`src/rtl/bspl_pkg.sv`:
```
// bspl_pkg: shared types and constants for the button short/long press selector
// used by bspl_cfg, bspl_fsm and the top level; no dependencies
package bspl_pkg;

  // field widths
  localparam int unsigned TICK_W = 16;
  localparam int unsigned MODE_W = 6;
  localparam int unsigned CFG_IDX_W = 2;
  localparam int unsigned CFG_DATA_W = 16;
  localparam int unsigned IN_DATA_W = 8;
  localparam int unsigned OUT_DATA_W = 16;

  // mode count default
  localparam int unsigned MODE_COUNT_DEF = 8;

  // register indexes on the configuration port
  localparam logic [CFG_IDX_W-1:0] REG_DEBOUNCE = 2'd0;
  localparam logic [CFG_IDX_W-1:0] REG_LONG_PRESS = 2'd1;
  localparam logic [CFG_IDX_W-1:0] REG_START_MODE = 2'd2;

  // register reset values
  localparam logic [TICK_W-1:0] DEBOUNCE_RST = 16'd50;
  localparam logic [TICK_W-1:0] LONG_PRESS_RST = 16'd2000;
  localparam logic [MODE_W-1:0] START_MODE_RST = 6'd0;

  // press phase codes, also reported as press_state
  typedef enum logic [2:0] {
    PH_UNPRESSED = 3'd0,
    PH_BOUNCING  = 3'd1,
    PH_PRESSED   = 3'd2,
    PH_LONG      = 3'd3,
    PH_RELEASING = 3'd4
  } phase_t;

  // configuration as seen by the press machine
  typedef struct packed {
    logic [TICK_W-1:0] debounce_ms;
    logic [TICK_W-1:0] long_press_ms;
    logic [MODE_W-1:0] start_mode;
    logic              mode_load;
  } cfg_t;

  // one result item
  typedef struct packed {
    logic [2:0]        press_state;
    logic              power_down_request;
    logic              save_request;
    logic              mode_changed;
    logic [MODE_W-1:0] mode_index;
  } res_t;

endpackage

```
`src/rtl/button_short_long_press_selector_unit.sv`:
```
// Button short/long press selector: usage notes
//
// Input stream (in_*): one transfer per millisecond tick carrying the sampled
//   button level in in_tdata[0] (0 pressed, 1 released).
// Output stream (out_*): one transfer per input transfer with the mode index,
//   change, save and power-down flags and the press phase after that tick.
// Config port (cfg_*): index 0 debounce_ms, 1 long_press_ms, 2 start_mode;
//   write only while no transfer is in flight. A start_mode write reloads
//   the current mode.
// Pipeline: an item passes the input register, then the result register.
//   Throughput: one transfer per cycle while out_tready stays high, set by
//   the press machine state updating once per accepted transfer.
// Reset (rst_n low, synchronous): both streams empty, registers to defaults,
//   machine unpressed with the countdown cleared.
// Receiver stall: the result register holds; the input register keeps one
//   more item and in_tready drops until the result register frees up.
// depends on bspl_pkg, bspl_cfg, bspl_fsm
module button_short_long_press_selector_unit #(
  parameter int unsigned MODE_COUNT = bspl_pkg::MODE_COUNT_DEF
) (
  input  logic                              clk,
  input  logic                              rst_n,
  // input stream
  input  logic                              in_tvalid,
  output logic                              in_tready,
  input  logic [bspl_pkg::IN_DATA_W-1:0]    in_tdata,   // [0] button_level, [7:1] zero
  // result stream
  output logic                              out_tvalid,
  input  logic                              out_tready,
  // [5:0] mode_index, [6] mode_changed, [7] save_request,
  // [8] power_down_request, [11:9] press_state, [15:12] zero
  output logic [bspl_pkg::OUT_DATA_W-1:0]   out_tdata,
  // configuration write port
  input  logic                              cfg_we,
  input  logic [bspl_pkg::CFG_IDX_W-1:0]    cfg_index,
  input  logic [bspl_pkg::CFG_DATA_W-1:0]   cfg_wdata
);
  import bspl_pkg::*;

  cfg_t cfg;
  res_t res;

  logic in_valid_r;
  logic level_r;
  logic res_valid_r;
  res_t res_r;
  logic advance;

  // stage advances when the result register is free or being drained
  assign advance   = in_valid_r && (!res_valid_r || out_tready);
  assign in_tready = !in_valid_r || advance;

  bspl_cfg u_cfg (
    .clk       (clk),
    .rst_n     (rst_n),
    .cfg_we    (cfg_we),
    .cfg_index (cfg_index),
    .cfg_wdata (cfg_wdata),
    .cfg       (cfg)
  );

  bspl_fsm #(
    .MODE_COUNT (MODE_COUNT)
  ) u_fsm (
    .clk      (clk),
    .rst_n    (rst_n),
    .cfg      (cfg),
    .step     (advance),
    .released (level_r),
    .res      (res)
  );

  // input register
  always_ff @(posedge clk) begin
    if (!rst_n) begin
      in_valid_r <= 1'b0;
    end else if (in_tready) begin
      in_valid_r <= in_tvalid;
    end
  end

  always_ff @(posedge clk) begin
    if (in_tvalid && in_tready) begin
      level_r <= in_tdata[0];
    end
  end

  // result register
  always_ff @(posedge clk) begin
    if (!rst_n) begin
      res_valid_r <= 1'b0;
    end else if (advance) begin
      res_valid_r <= 1'b1;
    end else if (out_tready) begin
      res_valid_r <= 1'b0;
    end
  end

  always_ff @(posedge clk) begin
    if (advance) begin
      res_r <= res;
    end
  end

  assign out_tvalid = res_valid_r;
  assign out_tdata  = {(OUT_DATA_W - $bits(res_t))'(0), res_r};

`ifndef SYNTHESIS
  a_no_step_when_full: assert property (@(posedge clk) disable iff (!rst_n)
    (res_valid_r && !out_tready) |-> !advance)
    else $error("press machine stepped while result register was full");
  a_result_follows: assert property (@(posedge clk) disable iff (!rst_n)
    advance |=> res_valid_r)
    else $error("stepped item produced no result");
  a_held_result: assert property (@(posedge clk) disable iff (!rst_n)
    (res_valid_r && !out_tready) |=> $stable(res_r))
    else $error("stalled result changed");
`endif

endmodule

```
`src/rtl/bspl_cfg.sv`:
```
// bspl_cfg: configuration register file written through the plain write port
// depends on bspl_pkg
module bspl_cfg (
  input  logic                                clk,
  input  logic                                rst_n,
  input  logic                                cfg_we,
  input  logic [bspl_pkg::CFG_IDX_W-1:0]      cfg_index,
  input  logic [bspl_pkg::CFG_DATA_W-1:0]     cfg_wdata,
  output bspl_pkg::cfg_t                      cfg
);
  import bspl_pkg::*;

  logic [TICK_W-1:0] debounce_r;
  logic [TICK_W-1:0] long_press_r;
  logic [MODE_W-1:0] start_mode_r;
  logic              mode_load_r;

  // register writes; a start_mode write also reloads the current mode
  always_ff @(posedge clk) begin
    if (!rst_n) begin
      debounce_r   <= DEBOUNCE_RST;
      long_press_r <= LONG_PRESS_RST;
      start_mode_r <= START_MODE_RST;
      mode_load_r  <= 1'b0;
    end else begin
      mode_load_r <= 1'b0;
      if (cfg_we) begin
        case (cfg_index)
          REG_DEBOUNCE:   debounce_r <= cfg_wdata[TICK_W-1:0];
          REG_LONG_PRESS: long_press_r <= cfg_wdata[TICK_W-1:0];
          REG_START_MODE: begin
            start_mode_r <= cfg_wdata[MODE_W-1:0];
            mode_load_r  <= 1'b1;
          end
          default: ;
        endcase
      end
    end
  end

  assign cfg.debounce_ms   = debounce_r;
  assign cfg.long_press_ms = long_press_r;
  assign cfg.start_mode    = start_mode_r;
  assign cfg.mode_load     = mode_load_r;

endmodule

```
`src/rtl/bspl_fsm.sv`:
```
// bspl_fsm: debounce and press-length state machine with mode selection
// depends on bspl_pkg; state advances once per step, result is combinational
module bspl_fsm #(
  parameter int unsigned MODE_COUNT = bspl_pkg::MODE_COUNT_DEF
) (
  input  logic            clk,
  input  logic            rst_n,
  input  bspl_pkg::cfg_t  cfg,
  input  logic            step,
  input  logic            released,
  output bspl_pkg::res_t  res
);
  import bspl_pkg::*;

  localparam logic [MODE_W-1:0] LAST_MODE = MODE_W'(MODE_COUNT - 1);
  localparam logic [MODE_W:0]   WRAP_AT   = (MODE_W + 1)'(MODE_COUNT - 1);

  phase_t            phase_r, phase_nxt;
  logic [TICK_W-1:0] ticks_r, ticks_nxt;
  logic [MODE_W-1:0] mode_r, mode_nxt;
  logic              long_r, long_nxt;

  logic              expire;
  logic [TICK_W-1:0] ticks_dec;
  logic [MODE_W-1:0] mode_cur;
  logic [MODE_W:0]   mode_inc;
  logic              changed, save, power_down;

  // countdown: expires when at most one tick is left
  assign expire    = (ticks_r <= TICK_W'(1));
  assign ticks_dec = expire ? '0 : ticks_r - TICK_W'(1);
  // a start_mode reload pending this cycle is the mode the tick starts from
  assign mode_cur  = cfg.mode_load ? cfg.start_mode : mode_r;
  assign mode_inc  = {1'b0, mode_cur} + (MODE_W + 1)'(1);

  // next state for one tick
  always_comb begin
    phase_nxt  = phase_r;
    ticks_nxt  = ticks_r;
    mode_nxt   = mode_cur;
    long_nxt   = long_r;
    changed    = 1'b0;
    save       = 1'b0;
    power_down = 1'b0;
    case (phase_r)
      PH_BOUNCING: begin
        ticks_nxt = ticks_dec;
        if (expire) begin
          if (!released) begin
            ticks_nxt = cfg.long_press_ms;
            phase_nxt = PH_PRESSED;
          end else begin
            phase_nxt = PH_UNPRESSED;
          end
        end
      end
      PH_PRESSED: begin
        if (released) begin
          // short press: advance mode, release beats a same-tick timeout
          ticks_nxt = cfg.debounce_ms;
          phase_nxt = PH_RELEASING;
          mode_nxt  = (mode_inc >= WRAP_AT) ? '0 : mode_inc[MODE_W-1:0];
          changed   = 1'b1;
          save      = 1'b1;
        end else begin
          ticks_nxt = ticks_dec;
          if (expire) begin
            phase_nxt = PH_LONG;
            mode_nxt  = LAST_MODE;
            changed   = 1'b1;
            long_nxt  = 1'b1;
          end
        end
      end
      PH_LONG: begin
        if (released) begin
          ticks_nxt = cfg.debounce_ms;
          phase_nxt = PH_RELEASING;
        end
      end
      PH_RELEASING: begin
        ticks_nxt = ticks_dec;
        if (expire) begin
          if (released) begin
            ticks_nxt = '0;
            phase_nxt = PH_UNPRESSED;
            if (long_r) begin
              power_down = 1'b1;
              long_nxt   = 1'b0;
            end
          end else begin
            // still pressed at the end of release debounce: start over
            ticks_nxt = cfg.debounce_ms;
          end
        end
      end
      default: begin
        phase_nxt = PH_UNPRESSED;
        if (!released) begin
          ticks_nxt = cfg.debounce_ms;
          phase_nxt = PH_BOUNCING;
        end
      end
    endcase
  end

  // state registers
  always_ff @(posedge clk) begin
    if (!rst_n) begin
      phase_r <= PH_UNPRESSED;
      ticks_r <= '0;
      mode_r  <= START_MODE_RST;
      long_r  <= 1'b0;
    end else begin
      if (cfg.mode_load) begin
        mode_r <= cfg.start_mode;
      end
      if (step) begin
        phase_r <= phase_nxt;
        ticks_r <= ticks_nxt;
        mode_r  <= mode_nxt;
        long_r  <= long_nxt;
      end
    end
  end

  // result for this tick, values after the update
  assign res.mode_index         = mode_nxt;
  assign res.mode_changed       = changed;
  assign res.save_request       = save;
  assign res.power_down_request = power_down;
  assign res.press_state        = phase_nxt;

`ifndef SYNTHESIS
  a_save_is_change: assert property (@(posedge clk) disable iff (!rst_n)
    save |-> changed)
    else $error("save request without a mode change");
  a_long_sets_last: assert property (@(posedge clk) disable iff (!rst_n)
    (changed && !save) |-> (mode_nxt == LAST_MODE))
    else $error("long press did not select the last mode");
  a_pd_to_idle: assert property (@(posedge clk) disable iff (!rst_n)
    power_down |-> (phase_nxt == PH_UNPRESSED && long_r))
    else $error("power down outside a release after long press");
  a_long_seen_rise: assert property (@(posedge clk) disable iff (!rst_n)
    $rose(long_r) |-> (phase_r == PH_LONG))
    else $error("long press flag set outside the long press phase");
`endif

endmodule

```
`config.mk`:
```
export PLATFORM = sky130hd
export DESIGN_NAME = button_short_long_press_selector_unit
export DESIGN_NICKNAME = d
export VERILOG_FILES = /design/src/rtl/bspl_pkg.sv /design/src/rtl/button_short_long_press_selector_unit.sv /design/src/rtl/bspl_cfg.sv /design/src/rtl/bspl_fsm.sv
export SDC_FILE = /design/constraint.sdc
export NUM_CORES = 1
export LEC_CHECK = 0
export ABC_CLOCK_PERIOD_IN_PS = 2400
export BUFFER_PORTS_ARGS = -buffer_cell sky130_fd_sc_hd__buf_2
export CORE_MARGIN = 1
export CORE_UTILIZATION = 45
export DETAILED_ROUTE_END_ITERATION = 8
export GPL_ROUTABILITY_DRIVEN = 1
export PLACE_DENSITY = 0.67
export SETUP_SLACK_MARGIN = 0.5
export SLEW_MARGIN = 25
export SYNTH_ARGS = -nofsm -noshare
export SYNTH_HDL_FRONTEND = slang
export SYNTH_SLANG_ARGS = --single-unit
```
`constraint.sdc`:
```
create_clock -name clk -period 2.4 [get_ports clk]
set_input_delay 0 -clock clk [delete_from_list [all_inputs] [get_ports clk]]
set_output_delay 0 -clock clk [all_outputs]
set_load 0.005 [all_outputs]
```
-- Yosys cells after proc, flatten, opt, wreduce, memory -nomap -nowiden
Index checks and enable logic that the tools add are counted.
- register bits after elaboration: 80
- input port bits: 31
- output and inout bits: 18
- word-level logic and storage cells: 84
- add/subtract/negate cells: 2
- magnitude comparators: 2
- eq/ne operators: 12
- mux-type cells: 36
- reduce and logical (&&, ||, !) cells: 16
- operators with widths (cell ; number):
    two-way mux 16 bit ; 8
    case mux 16 bit (4 select lines) ; 1
    two-way mux 6 bit ; 6
    two-way mux 3 bit ; 6
    less-or-equal comparator 16 x 1 -> 1 bit (second input constant) ; 1
    subtractor 16 x 1 -> 16 bit (second input constant) ; 1
    two-way mux 1 bit ; 12
    case mux 3 bit (4 select lines) ; 1
    AND reduction 2 bit ; 4
    adder 6 x 1 -> 7 bit (second input constant) ; 1
    >= comparator 7 x 3 -> 1 bit (second input constant) ; 1
    equality test 3 x 2 -> 1 bit (second input constant) ; 2
    inequality test 2 bit (second input constant) ; 3
    AND reduction 3 bit ; 2
    AND reduction 6 bit ; 1
    inequality test 5 x 1 -> 1 bit (second input constant) ; 1
    inequality test 2 x 1 -> 1 bit (second input constant) ; 2
    nonzero test 2 bit ; 2
    equality test 3 x 1 -> 1 bit (second input constant) ; 1
    equality test 3 bit (second input constant) ; 1
    equality test 2 x 1 -> 1 bit (second input constant) ; 1
    equality test 2 bit (second input constant) ; 1
    logical AND 1 bit ; 2
    logical NOT 1 bit ; 2
    4 further kinds ; 5

-- Logic depth before layout (Yosys ltp)
Gate-level depths: netlist of the first run.
- depth in word-level cells: 7
- gate-level depth with buffers: 9
- gate-level depth less buffers: 8

-- Hierarchy
From an unflattened synthesis of the first run, not the netlist that was laid out.
- cells, all modules: 483
- area total of the unflattened synthesis: 4436.8 um2
- by module, submodules not included (module ; instances ; cells each ; area an instance (um2) ; sequential area each (um2)):
    bspl_fsm ; 1 ; 301 ; 2321.0 ; 520.5
    bspl_cfg ; 1 ; 155 ; 1587.8 ; 780.7
    button_short_long_press_selector_unit ; 1 ; 27 ; 528.0 ; 430.4

-- Worst setup path before layout of the first run
No wires, ideal clock.
- kind: register to register
- start: reg u_fsm.ticks_r[4]
- end: reg u_fsm.ticks_r[13]
- library setup time: 0.120 ns
- arrival: 2.267 ns
- required time: 2.280 ns
- slack: 0.014 ns
- stages on the path, launching flop included: 8
- path buffers: 1
- clock period less this slack: 2.386 ns
- cells stage by stage: dfxtp_1 > or4_4 > buf_6 > or4_4 > o21ai_4 > nor2_2 > o21a_1 > o31a_1
- longest elaborated chain between the ends: 5
- elaborated cells between the ends (all ways): 8
- those cells by class: add/sub (1); order compare (1); mux (6)
- RTL lines (what ; line ; RTL):
    from (decl) ; bspl_fsm.sv:19 ; logic [TICK_W-1:0] ticks_r, ticks_nxt;
    from (signal assigned) ; bspl_fsm.sv:120 ; ticks_r <= ticks_nxt;
    subtractor 16 x 1 -> 16 bit / less-or-equal comparator 16 x 1 -> 1 bit (equally long branches) ; bspl_fsm.sv:31, bspl_fsm.sv:30 ;
    two-way mux 16 bit ; bspl_fsm.sv:31 ; assign ticks_dec = expire ? '0 : ticks_r - TICK_W'(1);
    two-way mux 16 bit ; bspl_fsm.sv:49 ; if (!released) begin
    two-way mux 16 bit ; bspl_fsm.sv:48 ; if (expire) begin
    case mux 16 bit (4 select lines) * ; bspl_fsm.sv:45 ; case (phase_r)
Mark *: on every way between the ends. The rest lies on a longest branch, timed or not.
A chain may end at the register's enable or synchronous reset.

-- Final worst setup path of the first run
- start: reg u_fsm.ticks_r[7]
- end: reg u_fsm.ticks_r[3]
- longest elaborated chain between the ends: 5
- elaborated cells between the ends (all ways): 7
- those cells by class: order compare (1); mux (6)
- RTL lines (what ; line ; RTL):
    less-or-equal comparator 16 x 1 -> 1 bit * ; bspl_fsm.sv:30 ; assign expire = (ticks_r <= TICK_W'(1));
    two-way mux 16 bit ; bspl_fsm.sv:31 ;
    two-way mux 16 bit ; bspl_fsm.sv:49 ;
    two-way mux 16 bit ; bspl_fsm.sv:48 ;
    case mux 16 bit (4 select lines) * ; bspl_fsm.sv:45 ;
Marked as above.

==> key figures, run 1 <==
Layout
  – # diodes: 0
  – Multi-input gate area: 0.002405 sq mm
  – Share of cells above drive strength 1: 27.18%
  – Layout Cells excl Fill: 693
  – NumNets Final: 615
  – Final instance area: 0.005223 sq mm
  – Fill cell count: 791
  – P&R area growth vs syn: 27.22%
  – Storage element area: 0.001745 sq mm

Min path
  – Hold Path Sink: u_cfg.long_press_r[8]
  – Worst hold stages: 3
  – Hold_sp: rst_n
  – Hold Crit Class: in2reg

STA
  – Period utilization: 97.87%
  – Slew HR: 44.70%
  – RSZ-0062 raised after global routing: yes
  – Final hold slack: 0.1203 ns
  – Period minus WS final: 2.349 ns
  – Setup violators final: 0
  – Setup TNS: 0 ns
  – Fmax: 425.7 MHz
  – Final Slew Violations: 0
  – Final hold violations: 0
  – Worst-margin pin slew: 0.8286 ns
  – Clock Skews: 0.008653 ns

Routing
  – WL/cell: 15.56 um
  – Detail-routed via count per cell: 5.729
  – Drt total wl: 10790 um
  – Antenna-violating nets left: 0
  – Violation count after the first detailed-route iteration: 176
  – Vias after detailed routing: 3970
  – DRC viols: 0
  – DR pass1 iterations: 5

Job
  – Max-cap violations: 0

Synthesis
  – Top cell type's share of synthesized area: 32.67%
  – Register area share after synthesis: 42.18%
  – Syn_area_per_cell: 8.065 sq um
  – Post-synth top cells: nand2_1 (90), dfxtp_1 (67), a21oi_1 (58), nor2_1 (52), clkbuf_1 (29)
  – Largest area contributor in the netlist: dfxtp_1
  – Yosys cell types: 65
  – Async set-or-reset flop fraction in the synthesized netlist: 0%
  – Synthesized area: 0.004105 sq mm
  – EDFF count, synth: 13
  – Synthesized flop and latch total: 80
  – Top cells by area, synth: dfxtp_1 (33%), edfxtp_1 (9.5%), nand2_1 (8.2%), a21oi_1 (7.1%), nor2_1 (4.8%)
  – Most common cell in the netlist: nand2_1
  – Synth Flop Type: dfxtp_1
  – Cell count after synthesis: 509
  – Synthesis Warnings: 0

Worst setup path
  – Worst reg2reg endpoint: u_fsm.ticks_r[3]
  – Slowest cell on crit path: or4_4
  – CP Data Required Time: 2.64 ns
  – Reg-to-reg critical path startpoint: u_fsm.ticks_r[7]
  – Setup slack, reg-to-reg: 0.05 ns
  – Worst reg-to-reg path cell count: 7
  – Max FO, Critical Path: 4
  – Critical Path Source Type: flip-flop
  – Setup CP Type: reg2reg
  – Crit path DAT: 2.58 ns
  – Crit path cell chain: or4_4, or4_4, o21ai_4, buf_4, a21oi_1, a211oi_1, a21oi_1
  – Critical path endpoint category: flip-flop
  – Largest stage delay on the critical path: 0.59 ns

Clock network
  – Clock tree buffer depth: 2
  – Cts bufs inserted: 9
  – H-tree depth: 3
  – CTS sink cnt: 80
  – Clock transition at path regs: 0.08 ns
  – Skew-Pair Late Insertion Delay: 0.35 ns
  – TritonCTS clock tree: yes
  – Clk root buf: clkbuf_8

Floorplan
  – Die Y-Extent: 97.51 um
  – Die Wd: 97.51 um
  – IO Pins: 49
  – Core area: 0.008763 sq mm
  – DIE AREA: 0.009508 sq mm
  – Initial Utilization: 46.84%
  – Rows: 34

Power and ir drop
  – Internal: 0.002264 W
  – Net Sw Frac: 30.60%
  – Clock power share: 30.0%
  – Pleak: 2.089 nW
  – Switching pwr: 0.0009985 W
  – Total power per unit cell area: 624.7 mW/mm^2
  – Seq pwr share: 45.5%
  – Comb power frac: 24.5%
  – Worst vdd ir: 267.8 uV

Global routing
  – Largest net degree at the start of global routing: 30
  – GRT overflow: 0
  – Initial antenna violation count: 0
  – Global-route wire length before repair: 17880 um
  – Vias in the first global route: 3776
  – Tot GR Track Use: 22.90%

Placed design
  – HPWL after DPL: 7155 um
  – Placer Congestion: 0.9004
  – IO Port Bufs: 37
  – Placed cell count: 644
  – Placed Instance Area: 0.004548 sq mm

Run status
  – Outcome: complete, no violations
## worst max-delay path by stage
stage                     startpoint                 to  slack (ns)  cells after the start
floorplan           u_fsm.ticks_r[7]  u_fsm.ticks_r[13]        0.18                      7
global placement    u_fsm.ticks_r[0]   u_fsm.ticks_r[8]        0.07                      8
detailed placement  u_fsm.ticks_r[0]   u_fsm.ticks_r[8]      0.0001                      8
CTS                 u_fsm.ticks_r[4]   u_fsm.ticks_r[3]        0.09                      7
global route        u_fsm.ticks_r[7]  u_fsm.ticks_r[13]        0.03                      6
finish              u_fsm.ticks_r[7]   u_fsm.ticks_r[3]        0.05                      7
## flip-flops by register name, indices dropped and copies added (netlist names)
register	flops
u_cfg.debounce_r	16
u_cfg.long_press_r	16
u_fsm.phase_r	3
u_fsm.ticks_r	16
out_tvalid	1
level_r	1
out_tdata	12
u_fsm.long_r	1
u_cfg.mode_load_r	1
u_cfg.start_mode_r	6
u_fsm.mode_r	6
in_valid_r	1
## logic make-up after synthesis
kind of cell,share of synthesized area (%)
xor+xnor,2.134
buf+inv,5.425
compound gates,20.18
mux,3.261
other cells,0.09135
flops,42.18
fa+ha+maj,1.219
simple gates,25.51
## placed cells by master, fill, tap and decap left out, types with 4 or more instances in the layout
cell           count
xor2_1             7
o21ai_0           20
nor3_2             4
nand2_1           90
or3_1              5
a21oi_1           53
nand3_1           14
dfxtp_1           60
clkbuf_8           9
buf_6              5
a221oi_2           7
dfxtp_2            5
a21oi_2            5
a211oi_1           5
conb_1             4
dlygate4sd3_1     19
a221oi_1           5
buf_2             37
o221a_2            4
mux2i_1           10
or4_4              6
buf_4             33
inv_1             11
nor4_1             4
nor3_1             6
edfxtp_1          13
nor2_1            49
## routing by layer
| metal | vias up | global-route usage [%] | share of wire, % |
|---|---|---|---|
| met1 | 1877 | 30.05 | 46 |
| met3 | 15 | 4.820 | 6.0 |
| met2 | 143 | 37.44 | 47 |
| li1 | 1935 | - | - |
| met5 | - | 0 | 0 |
| met4 | 0 | 7.579 | 1.2 |
## timing repair
action / CTS / global route
endpoints found under the hold margin: 42 / 0
gates resized for setup: 27 / 16
pin swaps: 19 / 5
endpoints found under the setup margin: 36 / 37
hold buffers: 19 / 0
setup buffers: 13 / 1
## cell type report
| class | instances | share of cell area, % |
|---|---|---|
| clock buffers | 10 | 2.444 |
| clock inverters | 6 | 1.102 |
| inverters | 14 | 1.006 |
| multi-input cells | 380 | 46.05 |
| flip-flops and latches | 80 | 33.42 |
| well taps | 108 | 2.587 |
| repair buffers | 95 | 13.39 |
## power by group through the flow
stage | registers (W) | logic, W | clock network [W]
after floorplan | 0.00149 | 0.000459 | 0
after global placement | 0.00151 | 0.000604 | 0
after detailed placement | 0.00151 | 0.000615 | 0
after CTS | 0.00148 | 0.000752 | 0.000993
after global routing | 0.00150 | 0.000861 | 0.00105
final | 0.00149 | 0.000799 | 0.000978
## critical path, delay by kind of cell, from the launching register on
kind	cells	cell delay (ns)
AOI/OAI and AO/OA	4	0.57
buffers and inverters	1	0.16
DFF	1	0.34
and+or+nand+nor	2	1.17
## stage by stage
stage	setup slack [ns]	utilization (%)	power, W
floorplan	0.1760	-	0.001945
global placement	0.06599	51.90	0.002117
detailed placement	0.0001030	51.90	0.002129
CTS	0.09239	58.70	0.003227
global route	0.02660	59.59	0.003402
finish	0.05120	59.59	0.003263
Power figures use the tool's default switching activity.
==> run 2, diff against run 1 <==
ABC_AREA = 1   (was default)
==> run 2 against run 1 <==
- global-route usage is 1.2 points lower
- critical endpoint is now u_fsm.mode_r[5]
- clock skew is 0.00061 ns lower
- largest power group unchanged
- flip-flop and latch count stayed put
==> key figures, run 2 <==
Synthesis
  – EDFF count, synth: 13 (unchanged)
  – Synthesized flop and latch total: 80 (unchanged)
  – Synthesis Warnings: 0 (unchanged)
  – Register area share after synthesis: 44.44% (+2.3 points)
  – Post-synth top cells: nand2_1 (98), nor2_1 (94), dfxtp_1 (67), inv_1 (60), o21ai_0 (49)
  – Synthesized area: 0.003896 sq mm (-5.1%)
  – Top cells by area, synth: dfxtp_1 (34%), edfxtp_1 (10%), nand2_1 (9.4%), nor2_1 (9.1%), o21ai_0 (6.3%)
  – Yosys cell types: 43 (-34%)
  – Cell count after synthesis: 534 (+4.9%)
  – Synth Flop Type: dfxtp_1
  – Top cell type's share of synthesized area: 34.43% (+1.8 points)
  – Most common cell in the netlist: nand2_1
  – Async set-or-reset flop fraction in the synthesized netlist: 0% (unchanged)
  – Syn_area_per_cell: 7.296 sq um (-9.5%)
  – Largest area contributor in the netlist: dfxtp_1

STA
  – Fmax: 562.9 MHz (+32%)
  – Clock Skews: 0.008041 ns (-0.0006120 ns)
  – Setup TNS: 0 ns (unchanged)
  – Final hold slack: 0.08999 ns (-0.03036 ns)
  – Slew HR: 58.23% (+14 points)
  – Worst-margin pin slew: 0.6258 ns (-0.2028 ns)
  – Period utilization: 74.02% (-24 points)
  – Setup ws final: 0.6236 ns (+0.5724 ns)
  – RSZ-0062 raised after global routing: yes
  – Setup violators final: 0 (unchanged)
  – Period minus WS final: 1.776 ns (-0.5724 ns)
  – Final hold violations: 0 (unchanged)
  – Final Slew Violations: 0 (unchanged)

Power and ir drop
  – Comb power frac: 21.6% (-2.9 points)
  – Worst vdd ir: 368.3 uV (+38%)
  – Net Sw Frac: 30.51% (-0.097 points)
  – Clock power share: 31.6% (+1.6 points)
  – Pleak: 2.174 nW (+4.0%)
  – Internal: 0.002205 W (-2.6%)
  – Switching pwr: 0.0009682 W (-3.0%)
  – Seq pwr share: 46.9% (+1.4 points)
  – Total power per unit cell area: 678.9 mW/mm^2 (+8.7%)

Routing
  – Antenna-violating nets left: 0 (unchanged)
  – WL/cell: 12.89 um (-17%)
  – DRC viols: 0 (unchanged)
  – Vias after detailed routing: 3551 (-11%)
  – DR pass1 iterations: 4 (-1)
  – Violation count after the first detailed-route iteration: 129 (-27%)
  – Drt total wl: 9111 um (-16%)
  – Detail-routed via count per cell: 5.023 (-12%)

Global routing
  – Vias in the first global route: 3372 (-11%)
  – Initial antenna violation count: 0 (unchanged)
  – Tot GR Track Use: 21.67% (-1.2 points)
  – Largest net degree at the start of global routing: 50 (+67%)
  – GRT overflow: 0 (unchanged)
  – Global-route wire length before repair: 15080 um (-16%)

Clock network
  – TritonCTS clock tree: yes
  – Clock transition at path regs: 0.08 ns (about the same)
  – Clock tree buffer depth: 2 (unchanged)
  – Skew-Pair Late Insertion Delay: 0.35 ns (about the same)
  – H-tree depth: 3 (unchanged)
  – CTS sink cnt: 80 (unchanged)
  – Clk root buf: clkbuf_8
  – Cts bufs inserted: 9 (unchanged)

Floorplan
  – DIE AREA: 0.009035 sq mm (-5.0%)
  – Initial Utilization: 46.95% (+0.10 points)
  – Die Wd: 95.05 um (-2.5%)
  – IO Pins: 49 (unchanged)
  – Core area: 0.008299 sq mm (-5.3%)
  – Rows: 33 (-2.9%)
  – Die Y-Extent: 95.05 um (-2.5%)

Layout
  – P&R area growth vs syn: 19.97%
  – # diodes: 0 (unchanged)
  – NumNets Final: 632 (+2.8%)
  – Post-layout util: 56.32% (-3.3 points)
  – Most frequent cells in the layout: nand2_1 (97), nor2_1 (92), dfxtp_1 (65), inv_1 (60), o21ai_0 (47)
  – Biggest regs: u_cfg.debounce_r x16, u_cfg.long_press_r x16, u_fsm.ticks_r x16
  – Share of cells above drive strength 1: 15.28% (-12 points)
  – Most common cell after layout, fill and taps aside: nand2_1

Job
  – Max-cap violations: 0 (unchanged)

Run status
  – Outcome: complete, no violations

Worst setup path
  – Max FO, Critical Path: 7 (+3)
  – CP Data Required Time: 2.66 ns (+0.02 ns)
  – Critical Path Source Type: flip-flop
  – Critical path endpoint category: flip-flop
  – Crit path DAT: 2.04 ns (-0.54 ns)
  – Setup CP Type: reg2reg

Min path
  – Hold Crit Class: in2reg

Placed design
  – IO Port Bufs: 37 (unchanged)
  – Placer Congestion: 0.8503 (-5.6%)
  – Place WS: 0.4463 ns (+0.4462 ns)
  – HPWL after DPL: 6165 um (-14%)
## run 2: area by class of cell
type,instances,area [sq um]
Fill cell,777,3625
Multi-Input combinational cell,374,1887
Sequential cell,80,1737
Timing Repair Buffer,67,473.0
Inverter,65,249.0
Clock buffer,11,141.4
Tap cell,105,131.4
Clock inverter,5,56.30
## run 2: logic make-up (layout without fill, tap and decap cells)
logic type | Yosys count | after routing | share of synthesized area (%)
mux | 2 | 2 | 0.5138
xor+xnor | 8 | 8 | 1.798
fa+ha+maj | 4 | 4 | 1.285
other cells | 1 | 4 | 0.09625
buf+inv | 83 | 148 | 8.639
simple gates | 252 | 252 | 28.52
compound gates | 104 | 104 | 14.71
flops | 80 | 80 | 44.44
## run 2: what timing repair did
| item | CTS | global route |
|---|---|---|
| pin swaps | 0 | 2 |
| hold buffers | 20 | 0 |
| gates resized for setup | 1 | 17 |
| endpoints found under the setup margin | 4 | 24 |
| buffers inserted | 0 | 6 |
| endpoints found under the hold margin | 42 | 0 |
## run 2: metal layers
metal  GRT usage [%]  vias up  routed length (um)
li1                -     1845                   -
met1           27.31     1611                4241
met2           36.93       84                4298
met3           3.190       11                 424
met4           9.091        0                 146
met5               0        -                   0
## run 2: worst paths after layout
check	startpoint	endpoint	slack [ns]	cells after the start
max	u_fsm.ticks_r[1]	u_fsm.mode_r[5]	0.62	10
min	cfg_index[0]	u_cfg.start_mode_r[0]	0.09	4
max reg2reg	u_fsm.ticks_r[1]	u_fsm.mode_r[5]	0.62	10
min reg2reg	u_cfg.start_mode_r[2]	u_cfg.start_mode_r[2]	0.46	2
## run 2: critical path, stage by stage (launching register included)
cell and delay [ns]:
dfxtp_1 0.31, inv_1 0.08, ha_1 0.26, o21ai_4 0.11
nor2_8 0.19, nand2_4 0.12, a21oi_4 0.25, nand2_2 0.11
nand2_1 0.11, or2_1 0.12, inv_1 0.03
## run 2: through the flow
step / total power [W] / cells / area, sq um
2_1_floorplan: 0.001971 / 537 / 3908
3_3_place_gp: 0.002100 / 665 / 4161
3_5_place_dp: 0.002116 / 665 / 4161
4_1_cts: 0.003145 / 701 / 4567
5_1_grt: 0.003342 / 707 / 4674
6_report: 0.003173 / 707 / 4674
## run 2: power groups by stage
stage | combinational, W | sequential, W | clock [W]
3_3_place_gp | 0.000583 | 0.00152 | 0
2_1_floorplan | 0.000465 | 0.00151 | 0
5_1_grt | 0.000767 | 0.00150 | 0.00108
6_report | 0.000684 | 0.00149 | 0.00100
3_5_place_dp | 0.000598 | 0.00152 | 0
4_1_cts | 0.000632 | 0.00149 | 0.00103
==> run 3, diff against run 2 <==
ABC_CLOCK_PERIOD_IN_PS = 1850   (was 2400)
PLACE_DENSITY = 0.64   (was 0.67)
clock period = 1.85 ns   (was 2.4 ns; I/O delays follow)
==> run 3 against run 2 <==
- total power grew 36%
- sequential share of layout area decreased by 3.8 points
- highest routed layer unchanged
- via count rose by 7.4%
- core utilization rose by 7.2 points
- clock-buffer cell count grew 1
- global-route usage up 2.2 points
- routed wire length is 14% higher
- critical endpoint is now out_tdata[2]
- flip-flop and latch count unchanged
- critical path depth shrank 1
- final cell count rose by 4.0%
==> key figures, run 3 (synthesis gave the netlist of run 2 again) <==
Floorplan
  – Rows: 33 (unchanged)
  – Initial Utilization: 46.95% (unchanged)
  – Die Y-Extent: 95.05 um (unchanged)
  – Core area: 0.008299 sq mm (unchanged)
  – IO Pins: 49 (unchanged)
  – DIE AREA: 0.009035 sq mm (unchanged)
  – Die Wd: 95.05 um (unchanged)

Worst setup path
  – Max FO, Critical Path: 6 (-1)
  – Crit. Startpoint: u_fsm.ticks_r[1]
  – Setup CP Type: reg2reg
  – Critical path's top delay family: compound AO/OA/AOI/OAI gates
  – Crit path DAT: 1.91 ns (-0.13 ns)
  – Crit path buffers/inverters: 2 (unchanged)
  – Reg-to-reg critical path startpoint: u_fsm.ticks_r[1]
  – Crit path cell chain: inv_4, ha_4, o21ai_4, nor2_8, nand2_8, a21oi_4, buf_4, nor2_1, a21oi_1
  – Critical Path Source Type: flip-flop
  – Largest stage delay on the critical path: 0.34 ns (+0.03 ns)
  – CP Data Required Time: 2.05 ns (-0.61 ns)
  – Slowest cell on crit path: dfxtp_2
  – Critical path endpoint category: flip-flop

Layout
  – Biggest regs: u_cfg.debounce_r x16, u_cfg.long_press_r x16, u_fsm.ticks_r x16
  – Most common cell after layout, fill and taps aside: nand2_1
  – Share of cells above drive strength 1: 30.16% (+15 points)
  – Post-layout util: 63.55% (+7.2 points)
  – P&R area growth vs syn: 35.36%
  – NumNets Final: 661 (+4.6%)
  – # diodes: 0 (unchanged)
  – Most frequent cells in the layout: nand2_1 (83), nor2_1 (81), dfxtp_1 (53), inv_1 (48), o21ai_0 (41)

Clock network
  – TritonCTS clock tree: yes
  – CTS sink cnt: 80 (unchanged)
  – Clock tree buffer depth: 2 (unchanged)
  – Clk root buf: clkbuf_8
  – Clock transition at path regs: 0.08 ns (about the same)
  – H-tree depth: 3 (unchanged)
  – Skew-Pair Late Insertion Delay: 0.35 ns (about the same)
  – Cts bufs inserted: 9 (unchanged)

STA
  – Final Slew Violations: 0 (unchanged)
  – RSZ-0062 raised after global routing: yes
  – Final hold violations: 0 (unchanged)
  – Clock Skews: 0.006013 ns (-0.002028 ns)
  – Worst-margin pin slew: 0.6707 ns (+0.04485 ns)
  – Period utilization: 92.37% (+18 points)
  – Slew HR: 55.24% (-3.0 points)
  – Setup violators final: 0 (unchanged)
  – Fmax: 585.2 MHz (+4.0%)
  – Setup TNS: 0 ns (unchanged)
  – Period minus WS final: 1.709 ns (-0.06765 ns)

Min path
  – Hold_sp: rst_n
  – Hold Crit Class: in2reg

Job
  – Max-cap violations: 0 (unchanged)

Routing
  – Drt total wl: 10410 um (+14%)
  – Detail-routed via count per cell: 5.188 (+3.3%)
  – DR pass1 iterations: 5 (+1)
  – Antenna-violating nets left: 0 (unchanged)
  – WL/cell: 14.16 um (+9.9%)
  – Vias after detailed routing: 3813 (+7.4%)
  – DRC viols: 0 (unchanged)
  – Violation count after the first detailed-route iteration: 234 (+81%)

Global routing
  – GRT overflow: 0 (unchanged)
  – Tot GR Track Use: 23.87% (+2.2 points)
  – Largest net degree at the start of global routing: 27 (-46%)
  – Initial antenna violation count: 0 (unchanged)
  – Vias in the first global route: 3543 (+5.1%)
  – Global-route wire length before repair: 16470 um (+9.2%)

Power and ir drop
  – Pleak: 2.406 nW (+11%)
  – Worst vdd ir: 609.2 uV (+65%)
  – Total power per unit cell area: 815.8 mW/mm^2 (+20%)

Placed design
  – Placer Congestion: 0.7992 (-6.0%)
  – IO Port Bufs: 37 (unchanged)
  – HPWL after DPL: 6649 um (+7.9%)

Run status
  – Outcome: complete, no violations
[run 3: cell count changes in the layout (fill, tap and decap cells not counted), sizes merged]
cell         change
buf             +29
clkbuf           +1
dlygate4sd3      -1
nand3            +1
inv              +2
bufinv           -1
clkinvlp         -3
[run 3: through the flow]
step	cells	setup WS (ns)	power [W]	hold slack (ns)	instance area (sq um)
2_1_floorplan	537	0.3417	0.002617	0.09887	4044
3_3_place_gp	670	0.1919	0.002795	0.1824	4315
3_5_place_dp	670	0.1538	0.002813	0.1896	4315
4_1_cts	722	0.2144	0.004132	0.02023	4971
5_1_grt	735	0.06999	0.004518	0.04738	5274
6_report	735	0.1412	0.004303	0.04028	5274
[run 3: metal layers]
| layer | wire [um] | up-vias | track usage (%) |
|---|---|---|---|
| met2 | 4820 | 107 | 38.73 |
| met5 | 0 | - | 0 |
| li1 | - | 1907 | - |
| met1 | 4909 | 1785 | 32.34 |
| met4 | 177 | 0 | 7.702 |
| met3 | 499 | 14 | 3.987 |
[run 3: what timing repair did]
action | 4_1_cts | 5_1_grt
gates resized for setup | 49 | 49
setup endpoints to repair | 36 | 37
pin swaps | 8 | 17
endpoints found under the hold margin | 42 | 0
setup buffers | 16 | 13
cloned | 2 | 0
hold buffers | 19 | 0
[run 3: cell type report]
type | count | area, sq um
timing repair buffer | 95 | 721.9
clock buffer | 12 | 145.1
tap | 105 | 131.4
multi-input combinational | 375 | 2232
fill | 720 | 3025
clock inverter | 3 | 17.52
inverter | 65 | 266.5
sequential | 80 | 1759
[run 3: path summary, 6_finish.rpt]
check | to | slack [ns] | cells past startpoint
max | out_tdata[2] | 0.14 | 9
min | u_cfg.debounce_r[5] | 0.04 | 2
max reg2reg | out_tdata[2] | 0.14 | 9
min reg2reg | u_fsm.ticks_r[0] | 0.47 | 2
[run 3: power by group]
part           total (W)  internal, W  switching (W)
Sequential       0.00195      0.00187      0.0000858
Clock            0.00115     0.000518       0.000630
Combinational    0.00120     0.000514       0.000687
Total            0.00430      0.00290        0.00140
